## config.mk

```make
export PLATFORM = sky130hd
export DESIGN_NAME = mrt_store
export DESIGN_NICKNAME = d
export VERILOG_FILES = /design/src/sv/mrt_pkg.sv /design/src/sv/mrt_store.sv
export SDC_FILE = /design/constraint.sdc
export NUM_CORES = 1
export LEC_CHECK = 0
export BUFFER_PORTS_ARGS = -buffer_cell sky130_fd_sc_hd__buf_4
export CORE_AREA = 2 2 254 256
export CTS_BUF_LIST = sky130_fd_sc_hd__clkbuf_8
export DETAILED_ROUTE_END_ITERATION = 10
export DIE_AREA = 0 0 256 258
export GPL_ROUTABILITY_DRIVEN = 0
export GPL_TIMING_DRIVEN = 0
export PLACE_DENSITY = 0.55
export SYNTH_ARGS = -nofsm -noshare
export SYNTH_HDL_FRONTEND = slang
export SYNTH_SLANG_ARGS = --single-unit
```

## constraint.sdc

```tcl
create_clock -name i_clk -period 19.59 [get_ports i_clk]
set_clock_uncertainty 0.1 [all_clocks]
set_input_delay 3.918 -clock i_clk [delete_from_list [all_inputs] [get_ports i_clk]]
set_output_delay 3.918 -clock i_clk [all_outputs]
set_load 0.02 [all_outputs]
```

## src/sv/mrt_pkg.sv

```systemverilog
// Package: shared types and constants for the 4x4 row transform.
package mrt_pkg;

    localparam int N_DIM     = 4;
    localparam int DATA_W    = 32;
    localparam int FRAC_BITS = 16;
    localparam int PROD_W    = 2 * DATA_W;
    localparam int SUM_W     = PROD_W - FRAC_BITS + 2;
    localparam int ROW_W     = $clog2(N_DIM);

    localparam logic REQ_LOAD = 1'b0;
    localparam logic REQ_MUL  = 1'b1;

    localparam logic [DATA_W-1:0] SAT_MAX = {1'b0, {(DATA_W-1){1'b1}}};
    localparam logic [DATA_W-1:0] SAT_MIN = {1'b1, {(DATA_W-1){1'b0}}};

    typedef logic [N_DIM-1:0][DATA_W-1:0] t_row_vec;
    typedef t_row_vec [N_DIM-1:0]         t_mat;

    typedef struct packed {
        logic                     req_type;
        logic [ROW_W-1:0]         row_index;
        logic signed [DATA_W-1:0] elem_0;
        logic signed [DATA_W-1:0] elem_1;
        logic signed [DATA_W-1:0] elem_2;
        logic signed [DATA_W-1:0] elem_3;
    } t_in_beat;

    typedef struct packed {
        logic [ROW_W-1:0]         out_row;
        logic signed [DATA_W-1:0] res_0;
        logic signed [DATA_W-1:0] res_1;
        logic signed [DATA_W-1:0] res_2;
        logic signed [DATA_W-1:0] res_3;
        logic                     saturated;
    } t_out_beat;

endpackage

```

## src/sv/mrt_store.sv

```systemverilog
// Stored matrix: one row written per load beat, all entries visible.
module mrt_store (
    input  logic                  i_clk,
    input  logic                  i_we,
    input  logic [mrt_pkg::ROW_W-1:0] i_row,
    input  mrt_pkg::t_row_vec     i_data,
    output mrt_pkg::t_mat         o_mat
);

    mrt_pkg::t_mat r_mat;

    always_ff @(posedge i_clk) begin
        if (i_we) begin
            r_mat[i_row] <= i_data;
        end
    end

    assign o_mat = r_mat;

endmodule

```

Yosys cells after proc, flatten, opt, wreduce, memory -nomap -nowiden
Index checks and enable logic that the tools add are counted.
{ "totals": {"register_bits": 512, "in_bits": 132, "out_inout_bits": 512} }
{ "op_classes": {"magnitude_cmp": 2, "muxes": 3, "reduce_logical": 1} }
{ "ops": {"columns": ["op", "count"], "rows": [
  ["bitwise mux 512 bit", 1],
  ["demux 128 bit (select 2 bit)", 1],
  ["two-way mux 128 bit", 1],
  ["less-than comparator 2 x 3 -> 1 bit, second input constant", 1],
  ["greater-or-equal comparator 2 x 1 -> 1 bit, second input constant", 1],
  ["logical AND 1 bit", 1]
]} }

Logic depth before layout (Yosys ltp)
Gate-level depths: netlist of the first run.
{ "logic_depth": {"depth_word": 5, "mapped_depth": 1, "mapped_depth_nobuf": 1} }

Least setup slack after synthesis of the first run
No wires, ideal clock.
{ "synth_path": {"path_type": "in2reg", "startpoint": "in i_row[0] (netlist name)", "endpoint": "reg r_mat, in the netlist o_mat[0] (enable)", "setup_ns": 0.592, "t_arrival_ns": 8.814, "setup_slack_ns": 10.084, "cell_stages": 1, "cell_sequence": "nor3b_2"} }
{ "synth_lines": {"columns": ["item", "line_no", "rtl"], "rows": [
  ["start, declared", "mrt_store.sv:5", "input logic [mrt_pkg::ROW_W-1:0] i_row,"],
  ["end signal, assigned by index", "mrt_store.sv:14", "r_mat[i_row] <= i_data;"],
  ["end, declared", "mrt_store.sv:10", "mrt_pkg::t_mat r_mat;"]
]} }

==> reports/metrics.cfg, run 1 <==
[clock_network]
cts.reportedPaths.clkPinSlew_ns = 0.06
cts-resized-gates = 0
cts_root_buf = clkbuf_8
clkSinkCount = 512
clockBufferDepth = 3
cts_tree = yes
cts_buffers = 84
postCtsSetupBuffers = 0
htreeDepth = 3
holdBufCountCts = 0

[place]
dp_slack_ns = 13.39
dp_hpwl_mm = 30.1
numPlacedInstances = 2030
io_buffer_count = 643
placed_area_um2 = 21700

[pwr]
p_seq_share_pct = 54.4
p_per_area_nw_per_um2 = 101
switching_power_uw = 553
ir_worst_vdd_mv = 0.0549
pwr-share-clk_pct = 36.9
p_comb_share_pct = 8.7
finalPower_mw = 2.35
p_leak_nw = 8.84
switching_share_pct = 23.5
internal-power_mw = 1.80

[floorplan]
num_rows = 93
die_w_um = 256
dieArea_um2 = 66000
pin_count = 644
dieHeight_um = 258
fp.coreArea_um2 = 63600
start_util_pct = 24.2

[sta]
grt_setup_unrepaired = false
slew_viol_final = 0
fin_ws_ns = 14.06
period_needed_ns = 5.53
max_freq_mhz = 181
worstMarginPinSlew_ns = 0.798
fin_crit_sh_pct = 28.2
setup_tns_ns = 0
finalHoldViolations = 0
setup_viol = 0
slew_headroom_pct = 46.7

[synth]
netlist_area_um2 = 15400
yosys_warnings = 0
synthXorXnorAreaFrac_pct = 0
synth_mux_area_share_pct = 0
synthAdderAreaFrac_pct = 0
synth-seq-cells = 512
synthSimpleGateAreaFrac_pct = 0.244
yosysSeqAreaShare_pct = 99.8
synth_top_family_by_area = simple AND/OR/NAND/NOR gates
netlist_instances = 516
synth-compound-area-share_pct = 0
synth_area_per_cell_um2 = 29.9
netlist-cell-type-count = 4
syn_nets = 648

[critical_path]
crit_type = input port to flop
crit_required_ns = 19.81
slowest_delay_ns = 0.68
slowest_stage = nor3b_4
critPathMaxFanout = 16
critical_path.top_delay_family = buffers and inverters
end_kind = flop
worst_setup_path_start_kind = input port
worstPathCellList = buf_4 > nor3b_4 > buf_16 > buf_8 > buf_8 > buf_8 > buf_8
crit_top_cell = buf_8
worst-path-buf-inv = 6
crit_arrival_ns = 5.75

[worst_hold_path]
min_to = o_mat[32]
hold-path-cell-count = 1
worstHoldStart = i_data[32]
hold_path.class = input port to flop

[final_layout]
drive_above_1_share_pct = 57.8
fin_nets = 1393
layout_commonest_cell = buf_4
final_cell_count_no_fill = 2186
syn_to_final_growth_pct = 50.9
final_cell_area_um2 = 23200
layout_common_cells = 643 x buf_4, 512 x edfxtp_1, 86 x clkbuf_8
largest_register_ffs = 512

[route]
antenna_left = 0
wl_mm = 42.0
vias = 8298
drc_errors = 0
drt_iter0_markers = 516
dr.pass1.iters = 4
vias_per_cell = 3.80
avgRoutedWirePerCell_um = 19.2

[run_status]
status = finished, final reports clean

[grt]
antenna_found_initial = 2
grt_pass1_vias = 8576
grt_pass1_wl_mm = 58.7
gr-total-overflow = 0
grt_max_degree = 51
grt.total_usage_pct = 12.1

[job]
cap_violations = 0

[per-stage QoR]
step / hold WS (ns) / utilization (%)
6_report: 3.37 / 36.5
2_1_floorplan: 3.92 / -
4_1_cts: 3.28 / 36.5
5_1_grt: 3.29 / 36.5
3_3_place_gp: 4.02 / 33.5
3_5_place_dp: 4.02 / 34.0
[how the worst max path moves through the flow]
stage | slack [ns] | endpoint | cells past startpoint | start
final | 14.06 | o_mat[118] | 7 | i_row[0]
after global routing | 14.01 | o_mat[118] | 7 | i_row[0]
after CTS | 14.10 | o_mat[118] | 7 | i_row[0]
after detailed placement | 13.39 | o_mat[124] | 7 | i_row[0]
after global placement | 5.83 | o_mat[50] | 2 | i_row[0]
after floorplan | 10.08 | o_mat[0] | 1 | i_row[0]
[cells by family (layout without fill, tap and decap cells)]
group	count (synthesis)	in the layout
other	0	1
buffers and inverters	0	814
and+or+nand+nor	4	4
DFF	512	512
[per-layer routing]
metal  vias to the layer above  global-route usage [%]  part of all wire [%]
met1                      4133                    12.6                    35
met2                       436                    21.3                    53
met3                        88                    4.97                   9.1
met5                         -                       0                     0
li1                       3641                       -                     -
met4                         0                    5.33                   3.1
[synthesized netlist by cell type]
cell | n | area [um2]
and3_2 | 1 | 7.51
nor3b_2 | 1 | 12.5
and3b_1 | 2 | 17.5
edfxtp_1 | 512 | 15400
[power groups by stage]
stage | clock network, mW | logic (mW) | registers, mW
floorplan | 0 | 0.0111 | 1.37
global route | 0.947 | 0.214 | 1.28
CTS | 0.901 | 0.208 | 1.28
finish | 0.867 | 0.205 | 1.28
global placement | 0 | 0.199 | 1.31
detailed placement | 0 | 0.208 | 1.30
[layout make-up]
| class | count | area, um2 |
|---|---|---|
| Fill cell | 5900 | 40400 |
| Sequential cell | 512 | 15400 |
| Timing Repair Buffer | 659 | 5170 |
| Clock buffer | 86 | 1180 |
| Tap cell | 855 | 1070 |
| Clock inverter | 69 | 397 |
| Multi-Input combinational cell | 4 | 55.1 |
| Antenna cell | 1 | 2.50 |
Power figures use the tool's default switching activity.
==> run 2, diff against run 1 <==
--- a/config.mk
+++ b/config.mk
@@ -6,13 +6,13 @@
 export NUM_CORES = 1
 export LEC_CHECK = 0
 export BUFFER_PORTS_ARGS = -buffer_cell sky130_fd_sc_hd__buf_4
-export CORE_AREA = 2 2 254 256
+export CORE_AREA = 2 2 249 251
 export CTS_BUF_LIST = sky130_fd_sc_hd__clkbuf_8
 export DETAILED_ROUTE_END_ITERATION = 10
-export DIE_AREA = 0 0 256 258
+export DIE_AREA = 0 0 251 253
 export GPL_ROUTABILITY_DRIVEN = 0
 export GPL_TIMING_DRIVEN = 0
-export PLACE_DENSITY = 0.55
+export PLACE_DENSITY = 0.57
 export SYNTH_ARGS = -nofsm -noshare
 export SYNTH_HDL_FRONTEND = slang
 export SYNTH_SLANG_ARGS = --single-unit
==> constraint.sdc (replaced) <==
create_clock -name i_clk -period 5.7 [get_ports i_clk]
set_clock_uncertainty 0.1 [all_clocks]
set_input_delay 1.14 -clock i_clk [delete_from_list [all_inputs] [get_ports i_clk]]
set_output_delay 1.14 -clock i_clk [all_outputs]
set_load 0.02 [all_outputs]
==> run 2 against run 1 <==
  * Cell area down 0.40%
  * Die area down 3.9%
  * Critical path depth down 6
  * Setup slack worse by 11 ns
  * Via count down 0.41%
  * Utilization up 1.4 points
  * Routed wire length down 3.4%
  * Cell count down 3.3%
  * Power rose to 3.4 times the previous value
==> reports/metrics.cfg, run 2 (synthesis results as in run 1) <==
[run_status]
status = finished, final reports clean  ; unchanged

[critical_path]
slowest_stage = edfxtp_1  ; was nor3b_4
end_kind = primary output  ; was flop
crit_type = flop to primary output  ; was input port to flop
critical_path.top_delay_family = flip-flops  ; was buffers and inverters
critPathMaxFanout = 1  ; was 16
worstPathCellList = buf_4  ; was buf_4 > nor3b_4 > buf_16 > buf_8 > buf_8 > buf_8 > buf_8
slowest_delay_ns = 0.44  ; was 0.68 ns
crit_arrival_ns = 1.27  ; was 5.75 ns
crit_required_ns = 4.46  ; was 19.81 ns
worst-path-buf-inv = 1  ; was 6
worst_setup_path_start_kind = flop  ; was input port

[route]
vias_per_cell = 3.91  ; was 3.80
antenna_left = 0  ; unchanged
dr.pass1.iters = 5  ; was 4
wl_mm = 40.5  ; was 42.0 mm
avgRoutedWirePerCell_um = 19.2  ; about the same
drt_iter0_markers = 428  ; was 516
vias = 8264  ; was 8298
drc_errors = 0  ; unchanged

[floorplan]
die_w_um = 251  ; was 256 um
num_rows = 91  ; was 93
dieArea_um2 = 63500  ; was 66000 um2
start_util_pct = 25.3  ; was 24.2%
dieHeight_um = 253  ; was 258 um
fp.coreArea_um2 = 61000  ; was 63600 um2
pin_count = 644  ; unchanged

[clock_network]
holdBufCountCts = 0  ; unchanged
htreeDepth = 3  ; unchanged
postCtsSetupBuffers = 0  ; unchanged
cts-resized-gates = 0  ; unchanged
cts_root_buf = clkbuf_8  ; unchanged
clockBufferDepth = 3  ; unchanged
cts_tree = yes  ; unchanged
cts_buffers = 84  ; unchanged
clkSinkCount = 512  ; unchanged
cts.reportedPaths.clkPinSlew_ns = 0.07  ; was 0.06 ns

[final_layout]
final_core_util_pct = 37.9  ; was 36.5%
fin_nets = 1393  ; unchanged
layout_commonest_cell = buf_4  ; unchanged
drive_above_1_share_pct = 57.9  ; was 57.8%
diodes = 0  ; was 1
largest_register_ffs = 512  ; unchanged
syn_to_final_growth_pct = 50.3  ; was 50.9%
layout_common_cells = 643 x buf_4, 512 x edfxtp_1, 85 x clkbuf_8  ; was 643 x buf_4, 512 x edfxtp_1, 86 x clkbuf_8
final_cell_count_no_fill = 2113  ; was 2186
final_cell_area_um2 = 23200  ; about the same

[grt]
antenna_found_initial = 0  ; was 2
gr-total-overflow = 0  ; unchanged
grt_pass1_wl_mm = 56.4  ; was 58.7 mm
grt_max_degree = 56  ; was 51
grt_pass1_vias = 8677  ; was 8576
grt.total_usage_pct = 12.0  ; was 12.1%

[pwr]
p_leak_nw = 8.85  ; was 8.84 nW
finalPower_mw = 8.09  ; was 2.35 mW
ir_worst_vdd_mv = 0.200  ; was 0.0549 mV
p_per_area_nw_per_um2 = 349  ; was 101 nW/um2

[sta]
setup_viol = 0  ; unchanged
finalHoldViolations = 0  ; unchanged
grt_setup_unrepaired = false  ; unchanged
period_needed_ns = 2.51
worstMarginPinSlew_ns = 0.751  ; was 0.798 ns
max_freq_mhz = 398
slew_viol_final = 0  ; unchanged
setup_tns_ns = 0  ; unchanged
slew_headroom_pct = 49.9  ; was 46.7%
fin_crit_sh_pct = 44.0
hold_slack_ns = 0.597  ; was 3.37 ns
fin_ws_ns = 3.19  ; was 14.06 ns

[place]
io_buffer_count = 643  ; unchanged
dp_hpwl_mm = 28.6  ; was 30.1 mm
numPlacedInstances = 1965  ; was 2030
dp_slack_ns = 2.63  ; was 13.39 ns
placed_area_um2 = 21600  ; was 21700 um2

[worst_hold_path]
min_to = o_mat[96]  ; was o_mat[32]
hold_path.class = input port to flop  ; unchanged
hold-path-cell-count = 1  ; unchanged
worstHoldStart = i_data[96]  ; was i_data[32]

[job]
cap_violations = 0  ; unchanged

[run 2: how the worst max path moves through the flow]
stage | from | end | slack (ns) | depth (start not counted)
final | o_mat[449] | o_mat[449] | 3.19 | 1
after global routing | o_mat[449] | o_mat[449] | 3.09 | 1
after global placement | i_row[0] | o_mat[107] | -2.01 | 2
after CTS | o_mat[449] | o_mat[449] | 3.05 | 1
after detailed placement | i_row[0] | o_mat[107] | 2.63 | 7
after floorplan | i_we | o_mat[0] | 0.76 | 1
[run 2: area by class of cell]
| cell class | count | area (um2) |
|---|---|---|
| Multi-Input combinational cell | 4 | 55.1 |
| Tap cell | 790 | 988 |
| Fill cell | 5648 | 37900 |
| Clock buffer | 85 | 1170 |
| Sequential cell | 512 | 15400 |
| Clock inverter | 63 | 392 |
| Timing Repair Buffer | 659 | 5180 |
[run 2: report_power, final]
part	internal, mW	switching (mW)
Clock	1.58	1.41
Combinational	0.279	0.422
Sequential	4.35	0.0492
[run 2: layer usage]
| layer | GRT usage [%] | up-vias | share of wire [%] |
|---|---|---|---|
| met5 | 0 | - | 0 |
| met4 | 5.73 | 0 | 3.3 |
| met3 | 5.21 | 95 | 9.9 |
| met2 | 20.6 | 430 | 52 |
| met1 | 12.7 | 4117 | 35 |
| li1 | - | 3622 | - |
